## src/rtl/core/f2g_pkg.sv

```systemverilog
// f2g_pkg: shared constants for the fp32 to 16-bit packing pipeline.
// No dependencies.
package f2g_pkg;

	localparam logic [31:0] FP_INF_BITS  = 32'h7F80_0000;
	localparam logic [31:0] FP_QUIET_BIT = 32'h0040_0000;
	localparam logic [31:0] FP_EXP_ONE   = 32'h0080_0000;
	localparam logic [7:0]  FP_EXP_MAX   = 8'hFF;
	localparam logic [7:0]  FP_EXP_TOP   = 8'hFE;

	localparam int unsigned CFG_IDX_W = 2;
	localparam logic [CFG_IDX_W-1:0] CFG_BF16_MODE = 2'd0;
	localparam logic [CFG_IDX_W-1:0] CFG_MIN_NORM  = 2'd1;
	localparam logic [CFG_IDX_W-1:0] CFG_ALIGN_SH  = 2'd2;

	localparam logic [31:0] RST_MIN_NORM = 32'h3880_0000;
	localparam logic [4:0]  RST_ALIGN_SH = 5'd13;

endpackage

```

## src/rtl/core/f2g_fpadd.sv

```systemverilog
// f2g_fpadd: two-stage single-precision add of two non-negative, non-NaN
// operands with a <= b, round to nearest even. Depends on f2g_pkg.
module f2g_fpadd (
	input  logic        clk,
	input  logic [31:0] a,
	input  logic [31:0] b,
	output logic [31:0] sum_s2
);
	import f2g_pkg::*;

	logic [7:0]  ea, eb, exa, exb, ediff;
	logic [5:0]  dsh;
	logic [23:0] siga, sigb;
	logic [73:0] wide;

	logic [25:0] align_s1;
	logic        stk_s1;
	logic [23:0] sigb_s1;
	logic [7:0]  exb_s1;
	logic        binf_s1;

	logic [26:0] add;
	logic [23:0] mant;
	logic        g, st, inc;
	logic [8:0]  e;
	logic [31:0] bits;

	// stage 1: align the smaller operand, keep guard/round/sticky
	always_comb begin
		ea    = a[30:23];
		eb    = b[30:23];
		exa   = (ea == 8'd0) ? 8'd1 : ea;
		exb   = (eb == 8'd0) ? 8'd1 : eb;
		siga  = {ea != 8'd0, a[22:0]};
		sigb  = {eb != 8'd0, b[22:0]};
		ediff = exb - exa;
		dsh   = (ediff > 8'd50) ? 6'd50 : ediff[5:0];
		wide  = {siga, 50'd0} >> dsh;
	end

	always_ff @(posedge clk) begin
		align_s1 <= wide[73:48];
		stk_s1   <= |wide[47:0];
		sigb_s1  <= sigb;
		exb_s1   <= exb;
		binf_s1  <= (eb == FP_EXP_MAX);
	end

	// stage 2: add, normalize on carry, round; overflow saturates to infinity
	always_comb begin
		add = {1'b0, sigb_s1, 2'b00} + {1'b0, align_s1};
		if (add[26]) begin
			mant = add[26:3];
			g    = add[2];
			st   = (|add[1:0]) | stk_s1;
			e    = {1'b0, exb_s1} + 9'd1;
		end else begin
			mant = add[25:2];
			g    = add[1];
			st   = add[0] | stk_s1;
			e    = {1'b0, exb_s1};
		end
		inc  = g & (st | mant[0]);
		bits = {e[7:0] - 8'd1, 23'd0} + {8'd0, mant} + {31'd0, inc};
	end

	always_ff @(posedge clk) begin
		sum_s2 <= (binf_s1 || e >= 9'd255) ? FP_INF_BITS : bits;
	end

endmodule

```

## src/rtl/core/fp32_to_gf16_pack_top.sv

```systemverilog
// fp32_to_gf16_pack_top: converts one fp32 word per cycle to a 16-bit packed
// word. Depends on f2g_pkg and f2g_fpadd.
//
// Usage:
//  - Input: drive value_bits and pulse start; a transaction is taken at each
//    clock edge with start high and busy low. busy is always low, so a new
//    item can enter every cycle.
//  - Output: packed_bits is valid for the single cycle in which done is high.
//    The receiver cannot stall; results are never held back.
//  - Accept-to-done path: vld_s1, vld_s2, vld_s3 (done); throughput is one item per
//    cycle. The depth is set by the add path: align (stage 1), add/round
//    (stage 2), rebase/shift/mask (stage 3).
//  - Config: cfg_valid/cfg_ready (ready always high) with cfg_index and
//    cfg_data. Index 0 bf16_mode, 1 min_norm_bits, 2 align_shift; other
//    indexes are ignored. Write only while no transaction is in flight.
//  - Reset (arst_n low, asynchronous) clears the pipeline valid bits and
//    loads bf16_mode=0, min_norm_bits=0x38800000, align_shift=13.
//  - bf16 mode: upper 16 bits of the input, truncated.
//  - General mode: magnitude below min normal gets it added (RNE), else is
//    doubled (a NaN is quieted instead); then min normal bits are subtracted,
//    shifted, masked to 15 bits, with the sign in bit 15.
module fp32_to_gf16_pack_top (
	input  logic                           clk,
	input  logic                           arst_n,
	input  logic                           start,
	output logic                           busy,
	input  logic [31:0]                    value_bits,
	output logic                           done,
	output logic [15:0]                    packed_bits,
	input  logic                           cfg_valid,
	output logic                           cfg_ready,
	input  logic [f2g_pkg::CFG_IDX_W-1:0]  cfg_index,
	input  logic [31:0]                    cfg_data
);
	import f2g_pkg::*;

	// config registers
	logic        bf16_mode_q;
	logic [31:0] min_norm_q;
	logic [4:0]  align_sh_q;

	// stage 0 decode
	logic        sgn;
	logic [31:0] mag, dbl, alt;
	logic        mag_nan, nb_nan, sel_add;

	// pipeline
	logic        vld_s1, vld_s2, vld_s3;
	logic        sgn_s1, sgn_s2;
	logic        sel_s1, sel_s2;
	logic        bf_s1, bf_s2;
	logic [15:0] hi_s1, hi_s2;
	logic [31:0] alt_s1, alt_s2;
	logic [31:0] add_s2;
	logic [31:0] conv, word, shr;
	logic [15:0] pack_s3;

	assign busy      = 1'b0;
	assign cfg_ready = 1'b1;

	always_ff @(posedge clk or negedge arst_n) begin
		if (!arst_n) begin
			bf16_mode_q <= 1'b0;
			min_norm_q  <= RST_MIN_NORM;
			align_sh_q  <= RST_ALIGN_SH;
		end else if (cfg_valid && cfg_ready) begin
			unique case (cfg_index)
				CFG_BF16_MODE: bf16_mode_q <= cfg_data[0];
				CFG_MIN_NORM:  min_norm_q  <= cfg_data;
				CFG_ALIGN_SH:  align_sh_q  <= cfg_data[4:0];
				default: ;
			endcase
		end
	end

	// Add path only for a non-NaN, non-negative min normal above the
	// magnitude; both are then non-negative so the float compare is an
	// unsigned compare of the bits. Doubling is exact unless it overflows to infinity.
	always_comb begin
		sgn     = value_bits[31];
		mag     = {1'b0, value_bits[30:0]};
		mag_nan = (mag[30:23] == FP_EXP_MAX) && (mag[22:0] != 23'd0);
		nb_nan  = (min_norm_q[30:23] == FP_EXP_MAX) && (min_norm_q[22:0] != 23'd0);
		sel_add = !min_norm_q[31] && !nb_nan && (mag < min_norm_q);
		if (mag[30:23] == 8'd0)
			dbl = mag << 1;
		else if (mag[30:23] >= FP_EXP_TOP)
			dbl = FP_INF_BITS;
		else
			dbl = mag + FP_EXP_ONE;
		alt = mag_nan ? (mag | FP_QUIET_BIT) : dbl;
	end

	f2g_fpadd u_add (
		.clk    (clk),
		.a      (mag),
		.b      (min_norm_q),
		.sum_s2 (add_s2)
	);

	always_ff @(posedge clk or negedge arst_n) begin
		if (!arst_n) begin
			vld_s1 <= 1'b0;
			vld_s2 <= 1'b0;
			vld_s3 <= 1'b0;
		end else begin
			vld_s1 <= start && !busy;
			vld_s2 <= vld_s1;
			vld_s3 <= vld_s2;
		end
	end

	always_ff @(posedge clk) begin
		sgn_s1 <= sgn;
		sel_s1 <= sel_add;
		bf_s1  <= bf16_mode_q;
		hi_s1  <= value_bits[31:16];
		alt_s1 <= alt;
		sgn_s2 <= sgn_s1;
		sel_s2 <= sel_s1;
		bf_s2  <= bf_s1;
		hi_s2  <= hi_s1;
		alt_s2 <= alt_s1;
	end

	// stage 3: rebase on min normal bits, align, mask; sign goes to bit 15
	always_comb begin
		conv = (sel_s2 ? add_s2 : alt_s2) | {sgn_s2, 31'd0};
		word = conv - min_norm_q;
		shr  = word >> align_sh_q;
	end

	always_ff @(posedge clk) begin
		pack_s3 <= bf_s2 ? hi_s2 : {sgn_s2, shr[14:0]};
	end

	assign done        = vld_s3;
	assign packed_bits = pack_s3;

endmodule

```

## config.mk

```make
export PLATFORM = sky130hd
export DESIGN_NAME = fp32_to_gf16_pack_top
export DESIGN_NICKNAME = d
export VERILOG_FILES = /design/src/rtl/core/f2g_pkg.sv /design/src/rtl/core/f2g_fpadd.sv /design/src/rtl/core/fp32_to_gf16_pack_top.sv
export SDC_FILE = /design/constraint.sdc
export NUM_CORES = 1
export LEC_CHECK = 0
export BUFFER_PORTS_ARGS = -buffer_cell sky130_fd_sc_hd__buf_4
export CAP_MARGIN = 20
export CORE_UTILIZATION = 40
export DETAILED_ROUTE_END_ITERATION = 10
export PLACE_DENSITY = 0.64
export SETUP_SLACK_MARGIN = 0.5
export SKIP_LAST_GASP = 1
export SYNTH_ARGS = -nofsm -noshare
export SYNTH_HDL_FRONTEND = slang
export SYNTH_SLANG_ARGS = --single-unit
```

## constraint.sdc

```tcl
create_clock -name clk -period 6.6 [get_ports clk]
set_clock_uncertainty 0.05 [all_clocks]
set_input_delay 1.32 -clock clk [delete_from_list [all_inputs] [get_ports clk]]
set_output_delay 1.32 -clock clk [all_outputs]
set_load 0.02 [all_outputs]
```

### Word-level counts from Yosys, hierarchy flattened

Cells that the tools add are included.

* input bits: 70
* output and inout bits: 19
* word-level logic and storage cells: 78
* register bits after elaboration: 251

* reduce and logical (&&, ||, !) cells: 19
* add/sub/neg operators: 8
* equal/unequal tests: 4
* bitwise logic cells: 5
* shift-type cells: 2
* mux-type cells: 12
* order comparisons: 4

Operators by type and width (number)
* $mux 32: 3
* $shr 74x6->74: 1
* $reduce_or 48->1: 1
* $reduce_bool 23->1: 2
* $add 31x24->32: 1
* $add 31x24->32 const B: 1
* $add 32x1->32: 1
* $lt 31x32->1: 1
* $or 32x32->32: 1
* $shr 32x5->15: 1
* $sub 32x32->32: 1
* $mux 31: 1
* $add 26x26->27: 1
* $mux 24: 1
* $eq 8x8->1 const B: 2
* $logic_not 8->1: 2
* $mux 16: 1
* $mux 8: 2
* $reduce_bool 8->1: 2
* $add 8x1->9 const B: 1
* $ge 9x8->1 const B: 1
* $mux 9: 1
* $ge 8x8->1 const B: 1
* $gt 8x6->1 const B: 1
* other kinds (14): 23

### Longest topological paths before layout

Gate-level depths: netlist (run 1).

* depth in word-level cells: 7
* mapped depth: 23
* depth with buffers taken out: 20

### By module

Synthesis (run 1) repeated with hierarchy kept, for this count alone.

* cells, all modules: 2112
* area total of the unflattened synthesis: 17814.6 um2

Modules (own cells, without submodules)
* fp32_to_gf16_pack_top: area each 9919.5 um2, cells an instance 1071, seq. area each 3357.0 um2, instances 1
* f2g_fpadd: area each 7895.1 um2, cells an instance 1041, seq. area each 1841.8 um2, instances 1

### Least setup slack after synthesis (run 1)

No wires, ideal clock.

* path type: input -> register
* start point: in value_bits[27]
* end point: reg u_add.stk_s1
* path buffers: 3
* setup slack: 0.722 ns
* stages: 20
* arrival: 5.690 ns
* path through: clkbuf_1 > nor4_1 > nand3_1 > clkbuf_1 > nand2_1 > inv_1 > fa_1 > nor3b_1 > a311oi_1 > nor4_2 > nor2_4 > a211oi_4 > buf_4 > mux2_2 > nand3_1 > o2111ai_1 > a2111o_1 > o31a_1 > o32ai_1 > nand4_1

* longest elaborated chain between the ends: 7
* elaborated cells on any way between the ends: 8
* classes of those cells: add/sub (1); order compare (1); shift (1); mux (2); reduce/logical (3)

Ends and longest elaborated chain
* start, declared: RTL line fp32_to_gf16_pack_top.sv:27 `input logic [31:0] value_bits,`
* $logic_not 8->1: RTL line f2g_fpadd.sv:32 `exa = (ea == 8'd0) ? 8'd1 : ea;`
* $mux 8: RTL line f2g_fpadd.sv:32
* $sub 8x8->8: RTL line f2g_fpadd.sv:36 `ediff = exb - exa;`
* $gt 8x6->1: RTL line f2g_fpadd.sv:37 `dsh = (ediff > 8'd50) ? 6'd50 : ediff[5:0];`
* $mux 6: RTL line f2g_fpadd.sv:37
* $shr 74x6->74 *: RTL line f2g_fpadd.sv:38 `wide = {siga, 50'd0} >> dsh;`
* $reduce_or 48->1 *: RTL line f2g_fpadd.sv:43 `stk_s1 <= |wide[47:0];`
* end signal, assigned: RTL line f2g_fpadd.sv:43
* end, declared: RTL line f2g_fpadd.sv:17 `logic stk_s1;`

Every way passes the cells marked *; elsewhere a longest branch is shown, timed or not.
A chain may end at the register's enable or synchronous reset.

### Worst setup path after layout (run 1)

* start point: reg u_add.sigb_s1[0]
* end point: reg u_add.sum_s2[26]

* longest elaborated chain between the ends: 5
* elaborated cells on any way between the ends: 12
* classes of those cells: add/sub (4); order compare (1); mux (4); bitwise (2); reduce/logical (1)

Ends and longest elaborated chain
* start, declared: RTL line f2g_fpadd.sv:18 `logic [23:0] sigb_s1;`
* start signal, assigned: RTL line f2g_fpadd.sv:44 `sigb_s1 <= sigb;`
* $add 26x26->27 *: RTL line f2g_fpadd.sv:51 `add = {1'b0, sigb_s1, 2'b00} + {1'b0, align_s1};`
* $mux 9 (tied with other cells): RTL line f2g_fpadd.sv:52 `if (add[26]) begin`
* $sub 8x1->8 / $or 1x1->1 (equally long branches): RTL line f2g_fpadd.sv:64, f2g_fpadd.sv:63
* $add 31x24->32 / $and 1x1->1 (equally long branches): RTL line f2g_fpadd.sv:64, f2g_fpadd.sv:63
* $add 32x1->32: RTL line f2g_fpadd.sv:64 `bits = {e[7:0] - 8'd1, 23'd0} + {8'd0, mant} + {31'd0, inc};`
* end signal, assigned: RTL line f2g_fpadd.sv:68 `sum_s2 <= (binf_s1 || e >= 9'd255) ? FP_INF_BITS : bits;`
* end, declared: RTL line f2g_fpadd.sv:7 `output logic [31:0] sum_s2`

Marked as above.

==> impl_metrics.env, run 1 <==
export IMPL_setup_viol=0
export IMPL_ant_nets=0
export IMPL_drc_errors=0
export IMPL_dieArea_mm2=0.0443
export IMPL_synth_top_cell_area_share_pct=24.0
export IMPL_diodes=0
export IMPL_grt_ovfl_total=0
export IMPL_powerDensity_mw_per_mm2=414
export IMPL_syn_area_mm2=0.0174
export IMPL_synth_simple_area_share_pct=18.6
export IMPL_ir_drop_mv=0.162
export IMPL_row_count=75
export IMPL_die_w_um=210
export IMPL_synthTopCellsByArea="dfxtp_1, ha_1, mux2_2, dfrtp_1, nor2_1"
export IMPL_slew_headroom_pct=21.7
export IMPL_pre_cts_ws_ns=0.301
export IMPL_multiInputGateArea_mm2=0.0113
export IMPL_layout_drive_gt1_share_pct=16.2
export IMPL_synth_adder_area_share_pct=7.48
export IMPL_seq_area_frac_synth_pct=29.9
export IMPL_async_flop_share_pct=16.5
export IMPL_syn_inst=2047
export IMPL_clockBufferDepth=3
export IMPL_regArea_mm2=0.00520
export IMPL_hpwl_mm=47.8
export IMPL_maxSlewViolCount=0
export IMPL_drt_iter0_drc=1688
export IMPL_cts_root_buf="clkbuf_16"
export IMPL_synth_warnings=0
export IMPL_place_congestion=1.01
export IMPL_synth_compound_area_share_pct=26.2
export IMPL_grt_first_pass_wirelength_mm=94.9
export IMPL_hp_class="flip-flop to flip-flop"
export IMPL_fmax_ghz=0.172
export IMPL_clkSlewWorstSetupHoldPaths_ns=0.06
export IMPL_muxShareOfSynthArea_pct=8.48
export IMPL_start_util_pct=40.9
export IMPL_drv_cap=0
export IMPL_arrival_ns=6.23
export IMPL_status="complete, no violations"
export IMPL_rsz0062_at_grt="no"
export IMPL_layout_commonest_cell="dfxtp_1"
export IMPL_cts_tree="done"
export IMPL_critical_path_max_fanout=7
export IMPL_timing_setup_tns_ns=0
export IMPL_syn_nets=2219
export IMPL_final_cell_mix="dfxtp_1, nor2_1, nand2_1, buf_4, a21oi_1"
export IMPL_layout_nets=2241
export IMPL_critPathLaunchType="flip-flop"
export IMPL_crit_path_end_kind="flip-flop"
export IMPL_syn_avg_cell_area_um2=8.48
export IMPL_ioPinCount=89
export IMPL_clock_latency_ns=0.56
export IMPL_finalCritPeriodShare_pct=87.9
export IMPL_numCtsBuffers=28
export IMPL_fillerInstances=4150
export IMPL_timing_worst_setup_path_type="flip-flop to flip-flop"
export IMPL_synth_seq_cells=249
export IMPL_postLayoutCellArea_mm2=0.0195
export IMPL_critPathRequiredTime_ns=7.03
export IMPL_cellLeakagePower_nw=8.12
export IMPL_synth_enable_flop_cells=0
export IMPL_synth_distinct_cells=105
export IMPL_cts_max_level=1
export IMPL_route_vias_total=16600
export IMPL_dieHeight_um=210
export IMPL_track_usage_pct=27.8
export IMPL_viasPerCell=6.21
export IMPL_core_mm2=0.0424
export IMPL_placed_area_mm2=0.0185
export IMPL_wire_per_inst_um=23.6
export IMPL_worstMarginPinSlew_ns=1.15
export IMPL_dr_pass1_iters=5
export IMPL_synth_top_family_by_area="compound AO/OA/AOI/OAI gates"
export IMPL_antenna_found_initial=0
export IMPL_period_minus_slack_ns=5.80
export IMPL_grt_max_degree=45
export IMPL_port_buffers=86
export IMPL_hold_viol=0
export IMPL_setup_slack_ns=0.801
export IMPL_first_global_vias=15600
export IMPL_synth_flop_cell="dfxtp_1"
export IMPL_utilization_pct=45.9
export IMPL_synth_xor_area_share_pct=4.06
export IMPL_cts_sinks=249
export IMPL_wl_mm=62.9
export IMPL_area_growth_pct=12.2
export IMPL_synth_top_area_cell="dfxtp_1"
-- worst max-delay path, stage by stage, from the launching register on --
cell and delay (ns):
dfxtp_1 0.30, ha_1 0.21, fa_1 0.43, a21o_1 0.22
a21oi_1 0.31, o21ai_1 0.25, a41oi_2 0.34, nand3_1 0.16
nand2_1 0.12, nand2_1 0.16, a21boi_0 0.26, ha_1 0.27
nand3_1 0.18, nor4_4 0.27, nand4_1 0.32, nor4_4 0.29
nand4_1 0.25, nor4_2 0.31, a31oi_1 0.39, o311a_1 0.45
nor2_1 0.13
-- per-layer routing --
layer	routed length [µm]	track usage, %
met2	28100	43.8
met1	27700	38.3
met4	2870	12.7
met5	0	0
met3	4300	2.80
-- cells in the mapped netlist (29+ instances only) --
cell	instances
mux2i_1	29
a21oi_1	114
inv_1	78
dfxtp_1	208
o21ai_0	98
dfrtp_1	34
clkbuf_1	101
a31oi_1	39
nand4_1	33
ha_1	99
a211oi_1	31
a21o_1	56
nor2_1	161
nor3_1	59
nand2_1	152
mux2_2	83
nand3_1	70
xnor2_1	50
-- path summary, 6_finish.rpt --
path / startpoint / endpoint / slack [ns] / cells after the start
worst max-delay path: u_add.sigb_s1[0]$_DFF_P_ / u_add.sum_s2[26]$_SDFF_PP1_ / 0.80 / 20
worst min-delay path: hi_s1[4]$_DFF_P_ / hi_s2[4]$_DFF_P_ / 0.27 / 0
worst max register to register: u_add.sigb_s1[0]$_DFF_P_ / u_add.sum_s2[26]$_SDFF_PP1_ / 0.80 / 20
worst min register to register: hi_s1[4]$_DFF_P_ / hi_s2[4]$_DFF_P_ / 0.27 / 0
max in group asynchronous: arst_n / min_norm_q[4]$_DFFE_PN0P_ / 5.30 / 1
min in group asynchronous: arst_n / done$_DFF_PN0_ / 0.72 / 1
-- sequential cells by signal, summed over array words and instances, names as in the netlist, 8 cells and up --
| signal | flops |
|---|---|
| hi_s1 | 16 |
| hi_s2 | 16 |
| alt_s1 | 32 |
| min_norm_q | 32 |
| u_add.sum_s2 | 32 |
| packed_bits | 16 |
| u_add.align_s1 | 26 |
| u_add.sigb_s1 | 24 |
| alt_s2 | 32 |
| u_add.exb_s1 | 8 |
-- report_power, final --
group	internal [W]	total, W	switching [W]
logic	0.00173	0.00447	0.00274
clock network	0.000908	0.00158	0.000673
registers	0.00178	0.00201	0.000232
-- through the flow --
step / cells / power (W) / hold WS [ns]
5_1_grt: 2668 / 0.00852 / 0.277
2_1_floorplan: 2047 / 0.00510 / 0.260
6_report: 2668 / 0.00806 / 0.270
4_1_cts: 2667 / 0.00799 / 0.269
3_3_place_gp: 2615 / 0.00637 / 0.260
3_5_place_dp: 2615 / 0.00638 / 0.262
-- cell families (layout without fill, tap and decap cells) --
family	after synthesis	after routing
flops	249	249
simple gates	649	649
xor+xnor	77	77
other cells	2	2
compound gates	626	626
buf+inv	219	263
fa+ha+maj	102	102
mux	123	123
-- what timing repair did --
action	4_1_cts	5_1_grt
endpoints found under the setup margin	0	1
hold buffers	0	0
buffers inserted	0	0
gates resized for setup	0	1
-- cell type report --
| cell class | instances | area share [%] |
|---|---|---|
| Timing Repair Buffer | 131 | 5.34 |
| Sequential cell | 249 | 26.7 |
| Multi-Input combinational cell | 1579 | 57.9 |
| Clock inverter | 12 | 0.514 |
| Tap cell | 577 | 3.70 |
| Inverter | 80 | 1.54 |
| Clock buffer | 40 | 4.36 |
Note: power is estimated with default switching activity, not from simulation.
==> run 2: changes to the inputs <==
--- a/config.mk
+++ b/config.mk
@@ -9,7 +9,7 @@
 export CAP_MARGIN = 20
 export CORE_UTILIZATION = 40
 export DETAILED_ROUTE_END_ITERATION = 10
-export PLACE_DENSITY = 0.64
+export PLACE_DENSITY = 0.67
 export SETUP_SLACK_MARGIN = 0.5
 export SKIP_LAST_GASP = 1
 export SYNTH_ARGS = -nofsm -noshare
==> impl_metrics.env, run 2 (same netlist as run 1, synthesis figures left out) <==
export IMPL_status="complete, no violations"
export IMPL_regArea_mm2=0.00520
export IMPL_cts_max_level=1
export IMPL_clock_latency_ns=0.58
export IMPL_port_buffers=86
export IMPL_setup_viol=0
export IMPL_cts_sinks=249
export IMPL_row_count=75
export IMPL_wire_per_inst_um=23.3
export IMPL_dieHeight_um=210
export IMPL_ioPinCount=89
export IMPL_critical_path_max_fanout=19
export IMPL_crit_path_end_kind="flip-flop"
export IMPL_slowest_delay_ns=0.47
export IMPL_track_usage_pct=27.6
export IMPL_final_cell_mix="dfxtp_1, nor2_1, nand2_1, buf_4, a21oi_1"
export IMPL_grt_first_pass_wirelength_mm=94.7
export IMPL_viasPerCell=6.26
export IMPL_grt_max_degree=45
export IMPL_holdBufCountCts=0
export IMPL_period_minus_slack_ns=5.82
export IMPL_hpwl_mm=47.3
export IMPL_cts_root_buf="clkbuf_16"
export IMPL_area_growth_pct=12.2
export IMPL_finalCritPeriodShare_pct=88.1
export IMPL_layout_drive_gt1_share_pct=16.4
export IMPL_antenna_found_initial=0
export IMPL_route_vias_total=16700
export IMPL_first_global_vias=15800
export IMPL_maxSlewViolCount=0
export IMPL_ant_nets=0
export IMPL_diodes=0
export IMPL_clockBufferDepth=3
export IMPL_core_mm2=0.0424
export IMPL_wl_mm=62.2
export IMPL_crit_chain="buf_4 -> nor4_1 -> nand3_1 -> nand2_1 -> inv_1 -> fa_1 -> nor3b_1 -> a311oi_1 -> o31a_2 -> nor2_4 -> a211oi_4 -> buf_4 -> a32o_1 -> a221oi_1 -> a221o_1 -> nor4b_1 -> a32oi_1 -> o32ai_1 -> nand4_1"
export IMPL_hold_viol=0
export IMPL_layout_commonest_cell="dfxtp_1"
export IMPL_drt_iter0_drc=1775
export IMPL_grt_ovfl_total=0
export IMPL_fmax_ghz=0.172
export IMPL_rsz0062_at_grt="no"
export IMPL_hp_class="flip-flop to flip-flop"
export IMPL_powerDensity_mw_per_mm2=415
export IMPL_crit_slowest_cell="nor4b_1"
export IMPL_multiInputGateArea_mm2=0.0113
export IMPL_dr_pass1_iters=5
export IMPL_cts_tree="done"
export IMPL_fillerInstances=4186
export IMPL_numCtsBuffers=30
export IMPL_clkSlewWorstSetupHoldPaths_ns=0.06
export IMPL_drv_cap=0
export IMPL_place_congestion=0.990
export IMPL_critPathRequiredTime_ns=6.98
export IMPL_rrSetupSlack_ns=0.96
export IMPL_cellLeakagePower_nw=8.15
export IMPL_utilization_pct=45.9
export IMPL_start_util_pct=40.9
export IMPL_arrival_ns=6.20
export IMPL_dieArea_mm2=0.0443
export IMPL_critPathLaunchType="primary input"
export IMPL_timing_setup_tns_ns=0
export IMPL_slew_headroom_pct=29.8
export IMPL_ir_drop_mv=0.205
export IMPL_timing_worst_setup_path_type="primary input to flip-flop"
export IMPL_layout_nets=2242
export IMPL_drc_errors=0
export IMPL_die_w_um=210
export IMPL_crit_top_cell="buf_4"
export IMPL_worstMarginPinSlew_ns=1.04
[run 2: changes by cell type in the layout (fill, tap and decap cells not counted), moves of 2 or more]
cell / delta
clkinv_2: +5
clkinvlp_4: -2
inv_6: +4
buf_12: -2
[run 2: cell type report]
class,instances,share of cell area (%)
tap,577,3.70
timing repair buffer,130,5.10
multi-input combinational,1579,57.9
clock buffer,38,4.27
clock inverter,18,0.796
inverter,80,1.54
sequential,249,26.7
[run 2: repair_timing]
item	4_1_cts	5_1_grt
buffers inserted	0	1
gates resized for setup	0	2
endpoints found under the setup margin	0	5
[run 2: path summary, 6_finish.rpt]
kind                                                from  depth (start not counted)                           to
worst max-delay path                      value_bits[28]                         19         u_add.stk_s1$_DFF_P_
worst min-delay path               alt_s1[31]$_SDFF_PP0_                          0           alt_s2[31]$_DFF_P_
min in group asynchronous                         arst_n                          1             vld_s1$_DFF_PN0_
worst max register to register  u_add.sigb_s1[0]$_DFF_P_                         20  u_add.sum_s2[26]$_SDFF_PP1_
max in group asynchronous                         arst_n                          1    align_sh_q[4]$_DFFE_PN0P_
worst min register to register     alt_s1[31]$_SDFF_PP0_                          0           alt_s2[31]$_DFF_P_
[run 2: per-stage QoR]
step	std cells	power [W]	cell area (µm²)	hold WS, ns	worst slack (ns)
final	2671	0.00809	19500	0.274	0.782
after global routing	2671	0.00856	19500	0.275	0.516
after detailed placement	2613	0.00635	18500	0.262	0.274
after floorplan	2047	0.00510	17400	0.260	0.722
after global placement	2613	0.00633	18500	0.260	0.308
after CTS	2669	0.00802	19500	0.274	0.705
[run 2: worst max-delay path, delay by kind of cell]
family / cells / cell delay, ns
AND/OR/NAND/NOR: 7 / 1.96
AO/OA/AOI/OAI: 8 / 2.00
adder cells (fa/ha/maj): 1 / 0.45
buffers and inverters: 3 / 0.44
[run 2: power breakdown]
part | internal [W] | switching [W] | total (W) | leakage [nW]
Sequential | 0.00178 | 0.000228 | 0.00201 | 2.22
Combinational | 0.00172 | 0.00273 | 0.00445 | 5.44
Clock | 0.000942 | 0.000691 | 0.00163 | 0.491
[run 2: metal layers]
metal / routed length (µm) / vias to the layer above / GRT usage (%) / share of wire, %
li1: - / 7721 / - / -
met1: 27100 / 8087 / 36.9 / 44
met2: 27900 / 768 / 44.1 / 45
met3: 4190 / 143 / 3.58 / 6.7
met4: 2910 / 0 / 12.6 / 4.7
met5: 0 / - / 0 / 0
